File: config.mk
export PLATFORM = sky130hd
export DESIGN_NAME = dotted_ipv4_address_parser_unit
export DESIGN_NICKNAME = d
export VERILOG_FILES = /design/src/sv/ipv4p_pkg.sv /design/src/sv/ipv4p_in_reg.sv /design/src/sv/ipv4p_parse.sv /design/src/sv/ipv4p_out_reg.sv /design/src/sv/dotted_ipv4_address_parser_unit.sv
export SDC_FILE = /design/constraint.sdc
export NUM_CORES = 1
export LEC_CHECK = 0
export BUFFER_PORTS_ARGS = -buffer_cell sky130_fd_sc_hd__buf_2
export CAP_MARGIN = 20
export CORE_MARGIN = 2
export CORE_UTILIZATION = 60
export DETAILED_ROUTE_END_ITERATION = 16
export GPL_TIMING_DRIVEN = 0
export MAX_ROUTING_LAYER = met4
export PLACE_DENSITY_LB_ADDON = 0.1
export SYNTH_ARGS = -nofsm -noshare
export SYNTH_HDL_FRONTEND = slang
export SYNTH_SLANG_ARGS = --single-unit
File: constraint.sdc
create_clock -name clk -period 9.83 [get_ports clk]
set_input_delay 1.4745 -clock clk [delete_from_list [all_inputs] [get_ports clk]]
set_output_delay 1.4745 -clock clk [all_outputs]
set_load 0.01 [all_outputs]
File: src/sv/ipv4p_pkg.sv
`timescale 1ns / 1ps
// ----------------------------------------------------------------------------
// ipv4p_pkg
// Shared types and character codes for the dotted IPv4 address parser.
// ----------------------------------------------------------------------------
package ipv4p_pkg;

  typedef enum logic [1:0] {
    PH_START  = 2'd0,
    PH_ZERO   = 2'd1,
    PH_DIGITS = 2'd2,
    PH_TRAIL  = 2'd3
  } phase_t;

  typedef enum logic [1:0] {
    BASE_DEC = 2'd0,
    BASE_OCT = 2'd1,
    BASE_HEX = 2'd2
  } base_t;

  typedef enum logic {
    OUT_PENDING = 1'b0,
    OUT_INVALID = 1'b1
  } outcome_t;

  localparam logic [7:0] CH_NUL   = 8'h00;
  localparam logic [7:0] CH_ZERO  = 8'h30;
  localparam logic [7:0] CH_NINE  = 8'h39;
  localparam logic [7:0] CH_DOT   = 8'h2e;
  localparam logic [7:0] CH_SPACE = 8'h20;
  localparam logic [7:0] CH_TAB   = 8'h09;
  localparam logic [7:0] CH_CR    = 8'h0d;
  localparam logic [7:0] CH_LO_A  = 8'h61;
  localparam logic [7:0] CH_LO_F  = 8'h66;
  localparam logic [7:0] CH_UP_A  = 8'h41;
  localparam logic [7:0] CH_UP_F  = 8'h46;
  localparam logic [7:0] CH_LO_X  = 8'h78;
  localparam logic [7:0] CH_UP_X  = 8'h58;

  localparam logic [31:0] MAX_BYTE  = 32'h0000_00ff;
  localparam logic [31:0] MAX_SHORT = 32'h0000_ffff;
  localparam logic [31:0] MAX_24    = 32'h00ff_ffff;

  localparam logic [1:0] MAX_EARLIER = 2'd3;

  typedef struct packed {
    logic        ok;
    logic [31:0] value;
  } ipv4p_result_t;

endpackage

File: src/sv/ipv4p_in_reg.sv
`timescale 1ns / 1ps
// ----------------------------------------------------------------------------
// ipv4p_in_reg
// Input register: holds one character item until the parse stage takes it.
// ----------------------------------------------------------------------------
module ipv4p_in_reg (
  input  logic       clk,
  input  logic       rst_n,
  input  logic       load,
  input  logic       in_valid,
  input  logic [7:0] in_char_code,
  output logic       c_valid,
  output logic [7:0] c_char
);
  import ipv4p_pkg::*;

  logic       c_valid_r;
  logic       c_valid_nxt;
  logic [7:0] c_char_r;

  always_comb begin
    c_valid_nxt = c_valid_r;
    if (load) begin
      c_valid_nxt = in_valid;
    end
  end

  always_ff @(posedge clk) begin
    if (!rst_n) begin
      c_valid_r <= 1'b0;
    end else begin
      c_valid_r <= c_valid_nxt;
    end
  end

  always_ff @(posedge clk) begin
    if (load && in_valid) begin
      c_char_r <= in_char_code;
    end
  end

  assign c_valid = c_valid_r;
  assign c_char  = c_char_r;

endmodule

File: src/sv/ipv4p_parse.sv
`timescale 1ns / 1ps
// ----------------------------------------------------------------------------
// ipv4p_parse
// Parse state and per-character update; forms the address on the NUL item.
// ----------------------------------------------------------------------------
module ipv4p_parse (
  input  logic                     clk,
  input  logic                     rst_n,
  input  logic                     step_en,
  input  logic [7:0]               c_char,
  output ipv4p_pkg::ipv4p_result_t result
);
  import ipv4p_pkg::*;

  phase_t      phase_r, phase_nxt;
  base_t       base_r, base_nxt;
  logic [31:0] value_r, value_nxt;
  logic        ovf_r, ovf_nxt;
  logic [1:0]  parts_r, parts_nxt;
  outcome_t    outcome_r, outcome_nxt;
  logic [7:0]  earlier_r [3];

  logic        part_wr;
  logic        do_digit;
  base_t       base_e;
  logic        is_dec;
  logic        is_hex_alpha;
  logic        is_space;
  logic [3:0]  digit;
  logic [35:0] ext;
  logic [35:0] prod;
  logic [35:0] sum;
  logic        ok;
  logic [31:0] addr;

  // base in effect for this character
  always_comb begin
    case (phase_r)
      PH_START: base_e = (c_char == CH_ZERO) ? BASE_OCT : BASE_DEC;
      PH_ZERO:  base_e = (c_char == CH_LO_X || c_char == CH_UP_X) ? BASE_HEX : BASE_OCT;
      default:  base_e = base_r;
    endcase
  end

  assign is_dec       = (c_char inside {[CH_ZERO:CH_NINE]});
  assign is_hex_alpha = (base_e == BASE_HEX) &&
                        (c_char inside {[CH_LO_A:CH_LO_F], [CH_UP_A:CH_UP_F]});
  assign is_space     = (c_char inside {CH_SPACE, [CH_TAB:CH_CR]});
  // letters a-f and A-F have low nibble 1..6
  assign digit        = is_dec ? c_char[3:0] : c_char[3:0] + 4'd9;

  assign ext  = {4'b0, value_r};
  always_comb begin
    case (base_e)
      BASE_HEX: prod = ext << 4;
      BASE_OCT: prod = ext << 3;
      default:  prod = (ext << 3) + (ext << 1);
    endcase
  end
  assign sum = prod + {32'b0, digit};

  always_comb begin
    phase_nxt   = phase_r;
    base_nxt    = base_r;
    value_nxt   = value_r;
    ovf_nxt     = ovf_r;
    parts_nxt   = parts_r;
    outcome_nxt = outcome_r;
    part_wr     = 1'b0;
    do_digit    = 1'b0;
    if (step_en) begin
      if (c_char == CH_NUL) begin
        phase_nxt   = PH_START;
        base_nxt    = BASE_DEC;
        value_nxt   = '0;
        ovf_nxt     = 1'b0;
        parts_nxt   = '0;
        outcome_nxt = OUT_PENDING;
      end else if (outcome_r == OUT_PENDING && phase_r != PH_TRAIL) begin
        case (phase_r)
          PH_START: begin
            if (c_char == CH_ZERO) begin
              phase_nxt = PH_ZERO;
            end else begin
              phase_nxt = PH_DIGITS;
              do_digit  = 1'b1;
            end
          end
          PH_ZERO: begin
            phase_nxt = PH_DIGITS;
            if (!(c_char == CH_LO_X || c_char == CH_UP_X)) begin
              do_digit = 1'b1;
            end
          end
          default: begin
            do_digit = 1'b1;
          end
        endcase
        base_nxt = base_e;
        if (do_digit) begin
          if (is_dec || is_hex_alpha) begin
            value_nxt = sum[31:0];
            if (sum[35:32] != 4'd0) begin
              ovf_nxt = 1'b1;
            end
          end else if (c_char == CH_DOT) begin
            if (parts_r == MAX_EARLIER || ovf_r || value_r > MAX_BYTE) begin
              outcome_nxt = OUT_INVALID;
            end else begin
              part_wr   = 1'b1;
              parts_nxt = parts_r + 2'd1;
              phase_nxt = PH_START;
              base_nxt  = BASE_DEC;
              value_nxt = '0;
              ovf_nxt   = 1'b0;
            end
          end else if (is_space) begin
            phase_nxt = PH_TRAIL;
          end else begin
            outcome_nxt = OUT_INVALID;
          end
        end
      end
    end
  end

  always_ff @(posedge clk) begin
    if (!rst_n) begin
      phase_r   <= PH_START;
      base_r    <= BASE_DEC;
      value_r   <= '0;
      ovf_r     <= 1'b0;
      parts_r   <= '0;
      outcome_r <= OUT_PENDING;
    end else begin
      phase_r   <= phase_nxt;
      base_r    <= base_nxt;
      value_r   <= value_nxt;
      ovf_r     <= ovf_nxt;
      parts_r   <= parts_nxt;
      outcome_r <= outcome_nxt;
    end
  end

  always_ff @(posedge clk) begin
    if (part_wr) begin
      earlier_r[parts_r] <= value_r[7:0];
    end
  end

  // final assembly of the address from the earlier parts
  always_comb begin
    ok   = (outcome_r == OUT_PENDING) && !ovf_r;
    addr = value_r;
    case (parts_r)
      2'd1: begin
        if (value_r > MAX_24) begin
          ok = 1'b0;
        end
        addr = value_r | {earlier_r[0], 24'b0};
      end
      2'd2: begin
        if (value_r > MAX_SHORT) begin
          ok = 1'b0;
        end
        addr = value_r | {earlier_r[0], earlier_r[1], 16'b0};
      end
      2'd3: begin
        if (value_r > MAX_BYTE) begin
          ok = 1'b0;
        end
        addr = value_r | {earlier_r[0], earlier_r[1], earlier_r[2], 8'b0};
      end
      default: begin
        addr = value_r;
      end
    endcase
    result.ok    = ok;
    result.value = ok ? addr : 32'b0;
  end

`ifndef NO_ASSERTIONS
  a_nul_restarts: assert property (@(posedge clk) disable iff (!rst_n)
    (step_en && c_char == CH_NUL) |=>
      (phase_r == PH_START && parts_r == 2'd0 && outcome_r == OUT_PENDING && !ovf_r))
    else $error("parser did not restart after end of string");

  a_zero_prefix: assert property (@(posedge clk) disable iff (!rst_n)
    (phase_r == PH_ZERO) |-> (base_r == BASE_OCT && value_r == 32'd0))
    else $error("leading zero state with nonzero part or wrong base");

  a_ovf_phase: assert property (@(posedge clk) disable iff (!rst_n)
    ovf_r |-> (phase_r == PH_DIGITS || phase_r == PH_TRAIL))
    else $error("part overflow outside digit phase");

  a_start_clean: assert property (@(posedge clk) disable iff (!rst_n)
    (phase_r == PH_START) |-> (value_r == 32'd0 && !ovf_r && base_r == BASE_DEC))
    else $error("new part does not start clean");
`endif

endmodule

File: src/sv/ipv4p_out_reg.sv
`timescale 1ns / 1ps
// ----------------------------------------------------------------------------
// ipv4p_out_reg
// Result register: holds one address item until the receiver takes it.
// ----------------------------------------------------------------------------
module ipv4p_out_reg (
  input  logic                     clk,
  input  logic                     rst_n,
  input  logic                     load,
  input  ipv4p_pkg::ipv4p_result_t result,
  input  logic                     out_stall,
  output logic                     out_free,
  output logic                     out_valid,
  output logic                     out_address_ok,
  output logic [31:0]              out_address_value
);
  import ipv4p_pkg::*;

  logic          out_valid_r;
  logic          out_valid_nxt;
  ipv4p_result_t res_r;

  assign out_free = !out_valid_r || !out_stall;

  always_comb begin
    out_valid_nxt = out_valid_r && out_stall;
    if (load) begin
      out_valid_nxt = 1'b1;
    end
  end

  always_ff @(posedge clk) begin
    if (!rst_n) begin
      out_valid_r <= 1'b0;
    end else begin
      out_valid_r <= out_valid_nxt;
    end
  end

  always_ff @(posedge clk) begin
    if (load) begin
      res_r <= result;
    end
  end

  assign out_valid         = out_valid_r;
  assign out_address_ok    = res_r.ok;
  assign out_address_value = res_r.value;

endmodule

File: src/sv/dotted_ipv4_address_parser_unit.sv
`timescale 1ns / 1ps
// ----------------------------------------------------------------------------
// dotted_ipv4_address_parser_unit
// Character-stream parser for dotted IPv4 address in decimal, octal or hex.
// ----------------------------------------------------------------------------
// Takes one character item per cycle, sustained, with no gaps between
// strings. A string ends with a NUL character, which yields one result item:
// address_ok and the host-order address (zero when invalid). The input
// register takes the NUL, and the parse step then loads the result register
// from it once the result register is free. The only thing that holds off
// input is a NUL sitting in the input register while the result register is
// full and stalled; all other characters keep flowing.
module dotted_ipv4_address_parser_unit (
  input  logic        clk,
  input  logic        rst_n,
  input  logic        in_valid,
  output logic        in_stall,
  input  logic [7:0]  in_char_code,
  output logic        out_valid,
  input  logic        out_stall,
  output logic        out_address_ok,
  output logic [31:0] out_address_value
);
  import ipv4p_pkg::*;

  logic          c_valid;
  logic [7:0]    c_char;
  logic          out_free;
  logic          advance;
  logic          step_en;
  logic          res_load;
  ipv4p_result_t result;

  assign advance  = !c_valid || (c_char != CH_NUL) || out_free;
  assign in_stall = !advance;
  assign step_en  = c_valid && advance;
  assign res_load = step_en && (c_char == CH_NUL);

  ipv4p_in_reg u_in_reg (
    .clk          (clk),
    .rst_n        (rst_n),
    .load         (advance),
    .in_valid     (in_valid),
    .in_char_code (in_char_code),
    .c_valid      (c_valid),
    .c_char       (c_char)
  );

  ipv4p_parse u_parse (
    .clk     (clk),
    .rst_n   (rst_n),
    .step_en (step_en),
    .c_char  (c_char),
    .result  (result)
  );

  ipv4p_out_reg u_out_reg (
    .clk               (clk),
    .rst_n             (rst_n),
    .load              (res_load),
    .result            (result),
    .out_stall         (out_stall),
    .out_free          (out_free),
    .out_valid         (out_valid),
    .out_address_ok    (out_address_ok),
    .out_address_value (out_address_value)
  );

`ifndef NO_ASSERTIONS
  a_stall_cause: assert property (@(posedge clk) disable iff (!rst_n)
    in_stall |-> (out_valid && out_stall && c_valid && c_char == CH_NUL))
    else $error("input held off without a blocked end-of-string item");

  a_nul_result: assert property (@(posedge clk) disable iff (!rst_n)
    res_load |=> out_valid)
    else $error("end of string did not produce a result item");

  a_bad_zero: assert property (@(posedge clk) disable iff (!rst_n)
    (out_valid && !out_address_ok) |-> (out_address_value == 32'd0))
    else $error("invalid result carries a nonzero address");
`endif

endmodule
==> run summary <==
• critical path endpoint category: flop
• register share of total power: 50.4%
• Starting DRT DRC Count: 717
• remaining routing DRC violations: 0
• routed wirelength normalized by instance count: 20.0 um
• standard cell core area: 12200 um2
• leading cell types by total area after synthesis: sky130_fd_sc_hd__edfxtp_1 26%, sky130_fd_sc_hd__dfxtp_1 11%, sky130_fd_sc_hd__ha_1 7.1%
• largest net degree at the start of global routing: 35
• result of the run: finished clean
• transition time at the pin with the least slew margin: 900 ps
• final cell area excluding filler cells: 8310 um2
• unrepaired setup endpoints after global routing: no
• number of storage elements in the synthesis netlist: 107
• Hold Violations, Final: 0
• Worst Path Class, Setup: flop to flop
• Yosys warning count: 0
• global-route wire length before repair: 34700 um
• Num Clock Sinks: 107
• area taken by flip-flops and latches: 2790 um2
• CTS-repair resized insts: 0
• count of filler cells inserted in the layout: 981
• count of cell types in the netlist: 75
• number of placement rows: 40
• worst skew pair latency: 350 ps
• highest ir drop seen on vdd: 0.182 mV
• cell with the most instances on the worst path: sky130_fd_sc_hd__buf_2
• max-capacitance violation count: 0
• effective utilization at floorplan: 62.1%
• met2 global-route usage: 53.3%
• post-layout min period: 7720 ps
• total power divided by cell area: 115 nW/um2
• data required time of the critical path: 10080 ps
• net switching power: 0.240 mW
• clock power share: 36.3%
• sequential share of the synthesized area: 37.0%
• drt total wl: 21900 um
• buffer type at the clock tree root: sky130_fd_sc_hd__clkbuf_16
• stage delay of the slowest cell on the critical path: 750 ps
• nature of the critical path startpoint: flop
• synthesized area per cell: 8.73 um2
• die boundary width: 116 um
• share of Yosys cell area claimed by the top area cell type: 25.9%
• number of global-route vias before repair: 6773
• Clock Path Buffers: 2
• f_max: 129 MHz
• number of nets at the end of the flow: 981
• Max Clock Skew: 9.50 ps
• number of synthesized flops with an enable pin: 65
• Final Setup Violations: 0
• type of the worst min-delay path: flop to flop
• count of H-tree levels built during CTS: 3
• cell with the biggest individual delay on the critical path: sky130_fd_sc_hd__a221oi_1
• global placer's final weighted congestion: 0.961
• count of inserted antenna diode cells: 0
• Tcrit/Tclk final: 78.6%
• gate count of the mapped netlist: 865
• total negative slack for setup checks: 0 ps
• switching share of power: 25.1%
• Rel. slew slack: 38.5%
• cts bufs inserted: 9
• Util after Layout: 68.3%
• io pins: 47
• total number of vias: 7372
• Post CTS Setup Buffer Count: 0
• Top Usage Layer GRT: met2
• fraction of met1 tracks used by global routing: 45.3%
• detailed placement HPWL: 16600 um
• die height: 116 um
• share of final-layout standard cells stronger than drive strength 1: 9.05%
• drt via density: 6.73
• register clock-pin slew on the reported worst setup and hold paths: 60 ps
• final hold slack: 501 ps
• design internal power: 0.716 mW
• CTS tree: yes
• first-pass iteration count of the detailed router: 9
• Synth Net Count: 922
• Post-synth ARST share: 0%
• crit path max fanout: 10
• final slew viol count: 0
• Lkg Pwr: 3.09 nW
• Placed Instance Area: 7990 um2
• most frequently used flop master after synthesis: sky130_fd_sc_hd__edfxtp_1
• Synth Cell Area: 7550 um2
• sum of internal, switching and leakage power: 0.956 mW
• Comb power frac: 13.3%
• die outline area: 13500 um2
• initial antenna violation count: 0
• hold-fix buffers at CTS: 0
• Antenna Violating Nets Remaining: 0
• GR Layer Usage met3: 6.75%
• GRT Resource Usage Total: 34.1%
• cell type with the largest total area after synthesis: sky130_fd_sc_hd__edfxtp_1
• multi-input combinational cell area: 4500 um2
• Congestion Overflow GR: 0
• buffers added on ports: 46
• data arrival time of the critical path: 7980 ps
• Area Overhead vs Synth: 10.0%
-- worst max-delay path, delay by kind of cell, from the launching register on --
kind / cells / cell delay [ps]
AND/OR/NAND/NOR: 9 / 2420
multiplexers: 1 / 220
buffers and inverters: 8 / 2580
flip-flops: 1 / 400
AO/OA/AOI/OAI: 5 / 1380
adder cells (fa/ha/maj): 2 / 640
-- cell usage after synthesis, types with 10 or more instances --
| cell | instances |
|---|---|
| sky130_fd_sc_hd__a221oi_1 | 20 |
| sky130_fd_sc_hd__a22oi_1 | 32 |
| sky130_fd_sc_hd__xnor2_1 | 17 |
| sky130_fd_sc_hd__nor2_1 | 114 |
| sky130_fd_sc_hd__ha_1 | 43 |
| sky130_fd_sc_hd__a21oi_1 | 89 |
| sky130_fd_sc_hd__a21o_1 | 10 |
| sky130_fd_sc_hd__edfxtp_1 | 65 |
| sky130_fd_sc_hd__nand3_1 | 26 |
| sky130_fd_sc_hd__a31oi_1 | 13 |
| sky130_fd_sc_hd__clkbuf_1 | 32 |
| sky130_fd_sc_hd__nand4_1 | 14 |
| sky130_fd_sc_hd__dfxtp_1 | 42 |
| sky130_fd_sc_hd__o21ai_0 | 36 |
| sky130_fd_sc_hd__xor2_1 | 21 |
| sky130_fd_sc_hd__inv_1 | 18 |
| sky130_fd_sc_hd__and3_1 | 16 |
| sky130_fd_sc_hd__nand2_1 | 62 |
| sky130_fd_sc_hd__nor4_1 | 15 |
| sky130_fd_sc_hd__nor3_1 | 29 |
-- registers in the layout, summed over array words and instances (netlist names) --
signal                       flops
u_in_reg.c_char                  8
u_in_reg.c_valid                 1
u_out_reg.out_address_ok         1
u_out_reg.out_address_value     32
u_out_reg.out_valid              1
u_parse.base_r                   2
u_parse.earlier_r               24
u_parse.outcome_r                1
u_parse.ovf_r                    1
u_parse.parts_r                  2
u_parse.phase_r                  2
u_parse.value_r                 32
-- final cells by class --
class                   count  share of cell area (%)
repair buffers             48                    3.16
flip-flops and latches    107                    33.6
clock inverters             5                   0.663
multi-input cells         694                    54.2
plain buffers              44                    2.14
clock buffers              10                    2.76
inverters                  20                   0.904
well taps                 168                    2.53
-- cells by family after synthesis --
kind of cell             synth area share (%)
XOR/XNOR                                 4.41
AO/OA/AOI/OAI                            24.5
multiplexers                            0.696
AND/OR/NAND/NOR                          22.4
adder cells (fa/ha/maj)                  7.66
flip-flops                               37.0
buffers and inverters                    3.35
-- final timing paths --
path | startpoint | endpoint | slack, ps | cells past startpoint
worst max-delay path | u_in_reg.c_char[7] | u_parse.ovf_r | 2110 | 25
worst min-delay path | u_in_reg.c_valid | u_out_reg.out_valid | 500 | 2
worst max register to register | u_in_reg.c_char[7] | u_parse.ovf_r | 2110 | 25
worst min register to register | u_in_reg.c_valid | u_out_reg.out_valid | 500 | 2
-- metrics by stage --
step	setup WS (ps)	instances
after floorplan	4150	865
after global placement	2650	1079
after detailed placement	2560	1079
after CTS	2440	1094
after global routing	1650	1096
final	2110	1096
-- layout by cell type, fill, tap and decap left out, types with 6 or more instances in the layout --
master,n
sky130_fd_sc_hd__nor2_1,114
sky130_fd_sc_hd__a21oi_1,89
sky130_fd_sc_hd__edfxtp_1,65
sky130_fd_sc_hd__nand2_1,62
sky130_fd_sc_hd__buf_2,50
sky130_fd_sc_hd__ha_1,43
sky130_fd_sc_hd__dfxtp_1,42
sky130_fd_sc_hd__o21ai_0,36
sky130_fd_sc_hd__clkbuf_1,33
sky130_fd_sc_hd__a22oi_1,32
sky130_fd_sc_hd__nor3_1,29
sky130_fd_sc_hd__nand3_1,26
sky130_fd_sc_hd__xor2_1,21
sky130_fd_sc_hd__a221oi_1,20
sky130_fd_sc_hd__inv_1,18
sky130_fd_sc_hd__xnor2_1,17
sky130_fd_sc_hd__and3_1,16
sky130_fd_sc_hd__nor4_1,15
sky130_fd_sc_hd__nand4_1,14
sky130_fd_sc_hd__a31oi_1,13
sky130_fd_sc_hd__a21o_1,10
sky130_fd_sc_hd__clkbuf_16,9
sky130_fd_sc_hd__nor3b_1,8
sky130_fd_sc_hd__and2_1,8
sky130_fd_sc_hd__nand2b_1,7
sky130_fd_sc_hd__buf_1,7
sky130_fd_sc_hd__nor2b_1,7
sky130_fd_sc_hd__o21a_1,7
sky130_fd_sc_hd__a211oi_1,7
sky130_fd_sc_hd__a221o_1,6
-- per-layer routing --
| metal | up-vias | wire length, um |
|---|---|---|
| met2 | 375 | 10200 |
| met1 | 3511 | 9280 |
| met3 | 52 | 1830 |
| li1 | 3434 | - |
| met4 | 0 | 564 |
| met5 | - | 0 |
-- power groups by stage --
stage / Sequential, mW / Clock (mW) / Combinational [mW]
finish: 0.482 / 0.347 / 0.127
global route: 0.482 / 0.367 / 0.138
CTS: 0.481 / 0.350 / 0.125
detailed placement: 0.491 / 0 / 0.123
global placement: 0.491 / 0 / 0.120
floorplan: 0.490 / 0 / 0.0923
Power figures use the tool's default switching activity.
